[src/i2cram_pkg.sv]
// ----------------------------------------------------------------------------
// i2cram_pkg: shared types for the I2C register access master
// Phase codes, command codes, stream widths and the per-tick result record.
// ----------------------------------------------------------------------------
package i2cram_pkg;

  localparam int unsigned InTdataW  = 32;
  localparam int unsigned OutTdataW = 16;

  typedef enum logic [1:0] {
    CMD_TICK  = 2'd0,
    CMD_WRITE = 2'd1,
    CMD_READ  = 2'd2,
    CMD_RSVD  = 2'd3
  } cmd_e;

  typedef enum logic [13:0] {
    PH_IDLE   = 14'b00000000000001,
    PH_START  = 14'b00000000000010,
    PH_ADDR_W = 14'b00000000000100,
    PH_ACK1   = 14'b00000000001000,
    PH_REG    = 14'b00000000010000,
    PH_ACK2   = 14'b00000000100000,
    PH_DATA   = 14'b00000001000000,
    PH_ACK3   = 14'b00000010000000,
    PH_RSTART = 14'b00000100000000,
    PH_ADDR_R = 14'b00001000000000,
    PH_ACK4   = 14'b00010000000000,
    PH_READ   = 14'b00100000000000,
    PH_MACK   = 14'b01000000000000,
    PH_STOP   = 14'b10000000000000
  } phase_e;

  typedef struct packed {
    logic [7:0] read_data;
    logic       nack_error;
    logic       done;
    logic       busy;
    logic       sda_release;
    logic       scl_level;
  } result_t;

endpackage

[src/i2c_register_access_master_unit.sv]
// ----------------------------------------------------------------------------
// i2c_register_access_master_unit: I2C master for single-register transfers
// Result: the result of an item is registered and valid in the cycle after the item is taken.
// Throughput: one item per cycle; the output register is refilled in the same
// cycle it is drained, so the input stalls only while the output is stalled.
// Reset: asynchronous, active low; the sequencer returns to idle with all
// state cleared and the output register empty.
// ----------------------------------------------------------------------------
module i2c_register_access_master_unit
  import i2cram_pkg::*;
(
  input  logic                 clk_i,
  input  logic                 rst_ni,
  input  logic                 s_axis_tvalid_i,
  output logic                 s_axis_tready_o,
  // cmd[1:0], dev_addr[8:2], reg_addr[16:9], wr_data[24:17], sda_in[25], zeros
  input  logic [InTdataW-1:0]  s_axis_tdata_i,
  output logic                 m_axis_tvalid_o,
  input  logic                 m_axis_tready_i,
  // scl_level[0], sda_release[1], busy_res[2], done_res[3], nack_error[4],
  // read_data[12:5], zeros
  output logic [OutTdataW-1:0] m_axis_tdata_o
);

  logic    accept;
  logic    out_valid_q, out_valid_d;
  result_t res;
  result_t out_res_q;

  assign s_axis_tready_o = !out_valid_q || m_axis_tready_i;
  assign accept          = s_axis_tvalid_i && s_axis_tready_o;

  i2cram_core u_core (
    .clk_i      (clk_i),
    .rst_ni     (rst_ni),
    .en_i       (accept),
    .cmd_i      (s_axis_tdata_i[1:0]),
    .dev_addr_i (s_axis_tdata_i[8:2]),
    .reg_addr_i (s_axis_tdata_i[16:9]),
    .wr_data_i  (s_axis_tdata_i[24:17]),
    .sda_in_i   (s_axis_tdata_i[25]),
    .res_o      (res)
  );

  always_comb begin
    if (accept) begin
      out_valid_d = 1'b1;
    end else if (m_axis_tready_i) begin
      out_valid_d = 1'b0;
    end else begin
      out_valid_d = out_valid_q;
    end
  end

  always_ff @(posedge clk_i or negedge rst_ni) begin
    if (!rst_ni) begin
      out_valid_q <= 1'b0;
    end else begin
      out_valid_q <= out_valid_d;
    end
  end

  always_ff @(posedge clk_i) begin
    if (accept) begin
      out_res_q <= res;
    end
  end

  assign m_axis_tvalid_o = out_valid_q;
  assign m_axis_tdata_o  = {{(OutTdataW - $bits(result_t)){1'b0}}, out_res_q};

endmodule

[src/i2cram_core.sv]
// ----------------------------------------------------------------------------
// i2cram_core: bus sequencer of the I2C register access master
// Holds the transaction state and advances it by one sub-step of the current bus
// phase per enabled tick, producing the pin levels and status for that tick.
// ----------------------------------------------------------------------------
module i2cram_core
  import i2cram_pkg::*;
(
  input  logic       clk_i,
  input  logic       rst_ni,
  input  logic       en_i,
  input  logic [1:0] cmd_i,
  input  logic [6:0] dev_addr_i,
  input  logic [7:0] reg_addr_i,
  input  logic [7:0] wr_data_i,
  input  logic       sda_in_i,
  output result_t    res_o
);

  phase_e     phase_q, phase_d, cur_phase;
  logic [1:0] sub_q, sub_d;
  logic [3:0] bc_q, bc_d;
  logic [7:0] shift_q, shift_d;
  logic [6:0] dev_q, dev_d;
  logic [7:0] reg_q, reg_d;
  logic [7:0] data_q, data_d;
  logic       is_read_q, is_read_d;
  logic [7:0] rbyte_q, rbyte_d;
  logic       err_q, err_d;

  phase_e     send_next;
  phase_e     ack_next;
  logic [7:0] ack_byte;
  logic       scl, sda, busy, done, nerr;

  always_comb begin
    case (phase_q)
      PH_ADDR_W: send_next = PH_ACK1;
      PH_REG:    send_next = PH_ACK2;
      PH_DATA:   send_next = PH_ACK3;
      default:   send_next = PH_ACK4;
    endcase
  end

  always_comb begin
    ack_byte = '0;
    case (phase_q)
      PH_ACK1: begin
        ack_next = PH_REG;
        ack_byte = reg_q;
      end
      PH_ACK2: begin
        if (is_read_q) begin
          ack_next = PH_RSTART;
        end else begin
          ack_next = PH_DATA;
          ack_byte = data_q;
        end
      end
      PH_ACK3: ack_next = PH_STOP;
      default: ack_next = PH_READ;
    endcase
  end

  always_comb begin
    phase_d   = phase_q;
    sub_d     = sub_q;
    bc_d      = bc_q;
    shift_d   = shift_q;
    dev_d     = dev_q;
    reg_d     = reg_q;
    data_d    = data_q;
    is_read_d = is_read_q;
    rbyte_d   = rbyte_q;
    err_d     = err_q;
    scl       = 1'b1;
    sda       = 1'b1;
    busy      = 1'b1;
    done      = 1'b0;
    nerr      = 1'b0;

    if (phase_q == PH_IDLE && (cmd_i == CMD_WRITE || cmd_i == CMD_READ)) begin
      dev_d     = dev_addr_i;
      reg_d     = reg_addr_i;
      data_d    = wr_data_i;
      is_read_d = (cmd_i == CMD_READ);
      err_d     = 1'b0;
      phase_d   = PH_START;
      sub_d     = '0;
      bc_d      = '0;
      shift_d   = '0;
    end
    cur_phase = phase_d;

    case (cur_phase)
      PH_IDLE: begin
        busy = 1'b0;
      end
      PH_START: begin
        if (sub_d == 2'd0) begin
          sub_d = 2'd1;
        end else begin
          sda     = 1'b0;
          phase_d = PH_ADDR_W;
          sub_d   = '0;
          bc_d    = '0;
          shift_d = {dev_q, 1'b0};
        end
      end
      PH_ADDR_W, PH_REG, PH_DATA, PH_ADDR_R: begin
        sda = shift_d[7];
        if (sub_d == 2'd0) begin
          scl   = 1'b0;
          sub_d = 2'd1;
        end else begin
          sub_d   = '0;
          shift_d = {shift_d[6:0], 1'b0};
          bc_d    = bc_d + 4'd1;
          if (bc_d[3]) begin
            phase_d = send_next;
            bc_d    = '0;
            shift_d = '0;
          end
        end
      end
      PH_ACK1, PH_ACK2, PH_ACK3, PH_ACK4: begin
        if (sub_d == 2'd0) begin
          scl   = 1'b0;
          sub_d = 2'd1;
        end else begin
          sub_d = '0;
          bc_d  = '0;
          if (sda_in_i) begin
            err_d   = 1'b1;
            phase_d = PH_STOP;
            shift_d = '0;
          end else begin
            phase_d = ack_next;
            shift_d = ack_byte;
          end
        end
      end
      PH_RSTART: begin
        if (sub_d == 2'd0) begin
          scl   = 1'b0;
          sub_d = 2'd1;
        end else if (sub_d == 2'd1) begin
          sub_d = 2'd2;
        end else begin
          sda     = 1'b0;
          phase_d = PH_ADDR_R;
          sub_d   = '0;
          bc_d    = '0;
          shift_d = {dev_q, 1'b1};
        end
      end
      PH_READ: begin
        if (sub_d == 2'd0) begin
          scl   = 1'b0;
          sub_d = 2'd1;
        end else begin
          shift_d = {shift_d[6:0], sda_in_i};
          sub_d   = '0;
          bc_d    = bc_d + 4'd1;
          if (bc_d[3]) begin
            rbyte_d = shift_d;
            phase_d = PH_MACK;
            bc_d    = '0;
            shift_d = '0;
          end
        end
      end
      PH_MACK: begin
        if (sub_d == 2'd0) begin
          scl   = 1'b0;
          sub_d = 2'd1;
        end else begin
          phase_d = PH_STOP;
          sub_d   = '0;
          bc_d    = '0;
          shift_d = '0;
        end
      end
      PH_STOP: begin
        if (sub_d == 2'd0) begin
          scl   = 1'b0;
          sda   = 1'b0;
          sub_d = 2'd1;
        end else if (sub_d == 2'd1) begin
          sda   = 1'b0;
          sub_d = 2'd2;
        end else begin
          done    = 1'b1;
          nerr    = err_q;
          phase_d = PH_IDLE;
          sub_d   = '0;
          bc_d    = '0;
          shift_d = '0;
        end
      end
      default: begin
        busy    = 1'b0;
        phase_d = PH_IDLE;
        sub_d   = '0;
        bc_d    = '0;
        shift_d = '0;
      end
    endcase
  end

  assign res_o.scl_level   = scl;
  assign res_o.sda_release = sda;
  assign res_o.busy        = busy;
  assign res_o.done        = done;
  assign res_o.nack_error  = nerr;
  assign res_o.read_data   = rbyte_d;

  always_ff @(posedge clk_i or negedge rst_ni) begin
    if (!rst_ni) begin
      phase_q   <= PH_IDLE;
      sub_q     <= '0;
      bc_q      <= '0;
      shift_q   <= '0;
      dev_q     <= '0;
      reg_q     <= '0;
      data_q    <= '0;
      is_read_q <= 1'b0;
      rbyte_q   <= '0;
      err_q     <= 1'b0;
    end else if (en_i) begin
      phase_q   <= phase_d;
      sub_q     <= sub_d;
      bc_q      <= bc_d;
      shift_q   <= shift_d;
      dev_q     <= dev_d;
      reg_q     <= reg_d;
      data_q    <= data_d;
      is_read_q <= is_read_d;
      rbyte_q   <= rbyte_d;
      err_q     <= err_d;
    end
  end

`ifndef SYNTHESIS
  a_idle_clean: assert property (@(posedge clk_i) disable iff (!rst_ni)
    phase_q == PH_IDLE |-> sub_q == 2'd0 && bc_q == 4'd0)
    else $error("idle phase with leftover bit or sub-phase count");

  a_bit_count_range: assert property (@(posedge clk_i) disable iff (!rst_ni)
    !bc_q[3])
    else $error("bit count stored at eight or above");

  a_nack_with_done: assert property (@(posedge clk_i) disable iff (!rst_ni)
    en_i && res_o.nack_error |-> res_o.done && err_q)
    else $error("nack error reported outside the stop tick");

  a_done_to_idle: assert property (@(posedge clk_i) disable iff (!rst_ni)
    en_i && res_o.done |=> phase_q == PH_IDLE)
    else $error("sequencer not idle after stop completed");
`endif

endmodule

[config.mk]
export PLATFORM = sky130hd
export DESIGN_NAME = i2c_register_access_master_unit
export DESIGN_NICKNAME = d
export VERILOG_FILES = /design/src/i2cram_pkg.sv /design/src/i2c_register_access_master_unit.sv /design/src/i2cram_core.sv
export SDC_FILE = /design/constraint.sdc
export NUM_CORES = 1
export LEC_CHECK = 0
export BUFFER_PORTS_ARGS = -buffer_cell sky130_fd_sc_hd__buf_2
export CAP_MARGIN = 0
export CORE_MARGIN = 8
export CORE_UTILIZATION = 50
export CTS_CLUSTER_SIZE = 14
export DETAILED_ROUTE_END_ITERATION = 8
export PLACE_DENSITY = 0.68
export SLEW_MARGIN = 0
export SYNTH_ARGS = -nofsm -noshare
export SYNTH_HDL_FRONTEND = slang
export SYNTH_HIERARCHICAL = 1
export SYNTH_SLANG_ARGS = --single-unit
[constraint.sdc]
create_clock -name clk_i -period 4.6 [get_ports clk_i]
set_input_delay 0.23 -clock clk_i [delete_from_list [all_inputs] [get_ports clk_i]]
set_output_delay 0.23 -clock clk_i [all_outputs]
set_load 0.05 [all_outputs]
* Word-level counts from Yosys, hierarchy flattened
Cells that the tools add are included.
Word-level totals: bits in registers 75, latch bits 0, RAM bits 0, memory bits (read-only) 0, input bits 36, output and inout bits 18, memories 0
Cells by class: add/sub/neg operators 1, multiply operators 0, divide/modulo/power cells 0, $lt $le $gt $ge 0, equality and inequality tests 24, shift-type cells 0, multiplexer cells 62, bitwise logic cells 1, reductions and logical operators 17
Operator list (count):
- $mux 14 | 13
- $mux 8 | 17
- $pmux 14 s8 | 1
- $pmux 8 s8 | 1
- $pmux 14 s3 | 1
- $pmux 11 s3 | 1
- $eq 14x1->1 const B | 2
- $eq 14x3->1 const B | 2
- $eq 14x4->1 const B | 2
- $eq 14x5->1 const B | 2
- $eq 14x6->1 const B | 2
- $eq 14x7->1 const B | 2
- $eq 14x8->1 const B | 2
- $mux 4 | 5
- $pmux 4 s4 | 1
- $pmux 8 s2 | 1
- $eq 14x10->1 const B | 1
- $eq 14x11->1 const B | 1
- $eq 14x12->1 const B | 1
- $eq 14x13->1 const B | 1
- $eq 14x14->1 const B | 1
- $eq 14x2->1 const B | 1
- $eq 14x9->1 const B | 1
- $mux 1 | 14
- other kinds (23) | 29

* Longest topological paths before layout
word-level depth 8, mapped depth 12, depth with buffers taken out 9

* Modules after synthesis
The synthesis kept the hierarchy.
By module, submodules not included:
- i2cram_core | instances 1, cells an instance 429, area an instance 4027.6 µm², sequential area each 1527.7 µm²
- i2c_register_access_master_unit | instances 1, cells an instance 21, area an instance 470.5 µm², sequential area each 415.4 µm²

* Least setup slack after synthesis
Ideal clock, no wire load.
path type reg2reg, from reg u_core.phase_q[13], to reg u_core.bc_q[3], library setup time 0.073 ns, arrival 2.520 ns, slack 2.007 ns, stages on the path, launching flop included 11, path buffers 3, clock period less this slack 2.593 ns, cell sequence dfrtp_1 buf_2 or4_4 or4_1 buf_4 a21oi_4 or4_4 o21a_2 buf_6 nand3_2 a21boi_2
On the way: longest elaborated chain between the ends 7, elaborated cells on any way between the ends 29, classes of those cells eq/ne: 16; mux: 8; reduce/logical: 5
RTL lines:
- from (decl) | RTL line i2cram_core.sv:20 | phase_e phase_q, phase_d, cur_phase;
- from (signal assigned) | RTL line i2cram_core.sv:231 | phase_q <= phase_d;
- branches (longest 6 deep; another with $eq 14x1->1)
- $pmux 4 s4 (*) | RTL line i2cram_core.sv:95 | case (cur_phase)
- to (signal assigned) | RTL line i2cram_core.sv:222 | bc_q <= '0;
- to (signal assigned) | RTL line i2cram_core.sv:233 | bc_q <= bc_d;
- to (decl) | RTL line i2cram_core.sv:22 | logic [3:0] bc_q, bc_d;
Every way passes the cells marked *. A chain may end at the register's enable or synchronous reset.

* Final worst setup path
from reg u_core.phase_q[5], to reg u_core.bc_q[2]
On the way: longest elaborated chain between the ends 7, elaborated cells on any way between the ends 31, classes of those cells add/sub: 1; eq/ne: 16; mux: 9; reduce/logical: 5
RTL lines:
- $eq 14x1->1 | RTL line i2cram_core.sv:82 | if (phase_q == PH_IDLE && (cmd_i == CMD_WRITE || cmd_i == CMD_READ)) begin
- $logic_and 1x1->1 | RTL line i2cram_core.sv:82
- $mux 4 or $mux 2 (tied branches) | RTL line i2cram_core.sv:82
- $add 4x1->4 or $eq 2x1->1 (tied branches)
- $mux 3 or $mux 4 (tied branches)
- $mux 4, on equally long branches | RTL line i2cram_core.sv:158, i2cram_core.sv:144
- $pmux 4 s4 (*) | RTL line i2cram_core.sv:95
Every way passes the cells marked *; elsewhere a longest branch is shown, timed or not.

==> run summary <==
Status: completed
Clock Tree Buf Depth: 2
Die ar.: 12300 um^2
Gr ovfl total: 0
Mapped Avg Cell Area: 10.0 um^2
Post-Synth Adder-Cell Area: 0.00556
Largest family of logic cells by synthesized area: compound AO/OA/AOI/OAI gates
Hold Crit Class: in -> async
CTS tree: yes
Crit path time final: 3.39 ns
Synth warn: 6
Layout cell share with drive strength beyond 1: 0.267
CTS hold repair buffers: 0
Hold Slack: 0.0345 ns
Fin Clk Skew: 0.0126 ns
H-tree levels: 3
# Max-Cap Violations: 0
Num CTS Buffers: 9
Sequential Area: 1940 um^2
FMAX: 0.295 GHz
Worst EP required: 4.87 ns
Vias in the first global route: 3813
Setup-failing EPs final: 0
N_diodes: 0
EDFF count, synth: 13
Crit path kind: reg -> reg
Drt drc: 0
Area grow syn2layout: 8.71%
Max-slew violation count: 0
# Post-CTS Setup Buffers: 0
Clk Latency, worst-skew pair: 0.35 ns
Tot GR Track Use: 0.192
Cells after Synth: 450
Remaining antenna violation count: 0
Largest net degree at the start of global routing: 63
TritonRoute pass-1 iters: 6
Non-Filler Instances: 588
Vias post-DR: 3832
Ys flop type: dfrtp_1
Detailed Route Iter0 Violations: 386
Initial Util: 0.516
Setup TNS: 0 ns
Multiplexer share of the synthesized area: 0.0943
Simple-gate portion of the synthesized area: 0.186
RSZ-0062 raised after global routing: no
Via density: 6.52
Fill count: 782
Most common cell after layout, fill and taps aside: dfrtp_1
Clk root buf: clkbuf_8
PwrDens: 458 nW/um^2
Commonest cells after routing, fill and taps aside: dfrtp_1 (61), nand2_1 (48), buf_2 (44)
Total Wirelength: 11.8 mm
Synth Area in XOR/XNOR: 0.00974
First-pass GRT wire length: 19.7 mm
Synth async-reset ratio: 0.827
Period utilisation layout: 0.738
CP max FO: 17
Tightest Pin Transition: 0.885 ns
Die height: 111 um
Synthesized area: 4500 um^2
Slew HR: 0.404
Seq/Total Area, Yosys: 0.432
Critical path capture point type: register
Initial antenna violation count: 0
Design Power: 2240 uW
# IOs: 54
I/O Buffers: 44
Compound-Gate Fraction of Synth Area: 0.218
Library cells used by synthesis: 80
VDD IR-drop max: 0.000248 V
Hold Fails Final Rpt: 0
Startpoint Class: register
Sinks on Clock Net: 75
Area of the multi-input gates: 2320 um^2
Clk slew on worst S/H paths: 0.08 ns
Critical Path AT: 3.67 ns
Synth Register Bits: 75
WL/cell: 20.1 um
HPWL Detailed: 8.33 mm
Final #Nets: 513
Core Area: 8720 um^2
Static leakage: 0.00195 uW
Cell row count: 34
Post-CTS sizing: 0
GP Congestion: 0.896
DIE WIDTH: 111 um
Dpl cells: 572
## worst max-delay path, cell delays in order (launching register included)
cell,delay (ns)
dfrtp_1,0.49
or3_1,0.58
or4_1,0.81
a21oi_4,0.52
or4_4,0.27
o21a_2,0.32
o311ai_1,0.15
a31oi_1,0.17
## report_power, final
part / internal [uW] / switching, uW / total [uW]
Sequential: 822 / 117 / 939
Clock: 253 / 258 / 511
Combinational: 299 / 491 / 790
Total: 1370 / 867 / 2240
## through the flow
step / utilization / instance area (um^2) / worst slack [ns]
final: 0.561 / 4890 / 1.21
after CTS: 0.561 / 4890 / 1.26
after detailed placement: 0.539 / 4700 / 1.26
after global routing: 0.561 / 4890 / 1.01
after floorplan: - / 4510 / 2.01
after global placement: 0.539 / 4700 / 1.29
## layout make-up
cell class / instances / area share
multi-input cells: 331 / 0.474
flip-flops and latches: 75 / 0.397
repair buffers: 51 / 0.0558
well taps: 108 / 0.0276
clock buffers: 10 / 0.0261
clock inverters: 6 / 0.0133
inverters: 7 / 0.00537
## logic make-up (layout without fill, tap and decap cells)
kind of cell | count (synthesis) | count (layout)
AND/OR/NAND/NOR | 147 | 147
XOR/XNOR | 5 | 5
multiplexers | 38 | 38
flip-flops | 75 | 75
other | 1 | 3
adder cells (fa/ha/maj) | 2 | 2
buffers and inverters | 46 | 74
AO/OA/AOI/OAI | 136 | 136
## sequential cells by signal (all words and copies together) (netlist names), 2 cells and up
signal	flops
m_axis_tdata_o	13
u_core/bc_q	4
u_core/reg_q	8
u_core/phase_q	14
u_core/shift_q	8
u_core/sub_q	2
u_core/dev_q	7
u_core/data_q	8
u_core/rbyte_q	8
## cells in the mapped netlist, drive strengths merged, types with 3 or more instances
master,n,share of area
o2bb2ai,3,0.0058
o211ai,3,0.0050
a221oi,14,0.029
edfxtp,13,0.087
a22oi,7,0.012
mux2,35,0.088
nand3,14,0.017
a41oi,3,0.0058
o31ai,6,0.011
mux2i,3,0.0067
or3,4,0.0056
buf,20,0.032
nor3,14,0.019
nand2,48,0.040
xor2,4,0.0078
nor4,9,0.021
o311ai,4,0.0095
a21boi,4,0.0075
a211oi,5,0.0083
dfrtp,61,0.34
inv,6,0.0050
or4,6,0.012
clkbuf,19,0.016
o21ai,39,0.048
a32oi,3,0.0058
a31oi,8,0.011
nor4b,5,0.011
a21oi,16,0.020
nand4,8,0.011
and2,4,0.0061
a22o,7,0.014
nor2,20,0.017
nand2b,3,0.0058
## layer usage
metal	vias up	wire length (um)	GRT usage
met5	-	0	0
met4	0	211	0.0712
met3	19	908	0.0444
met2	203	5260	0.286
met1	1839	5470	0.263
li1	1771	-	-
## path summary, 6_finish.rpt
| path | start | end | slack [ns] | cells past startpoint |
|---|---|---|---|---|
| min in group clk_i | s_axis_tvalid_i | m_axis_tvalid_o | 0.08 | 2 |
| max in group asynchronous | rst_ni | u_core/phase_q[1] | 4.03 | 2 |
| max reg2reg | u_core/phase_q[5] | u_core/bc_q[2] | 1.21 | 7 |
| max | u_core/phase_q[5] | u_core/bc_q[2] | 1.21 | 7 |
| min reg2reg | u_core/shift_q[7] | u_core/shift_q[7] | 0.51 | 2 |
| min | rst_ni | u_core/phase_q[3] | 0.03 | 2 |
Note: power is estimated with default switching activity, not from simulation.
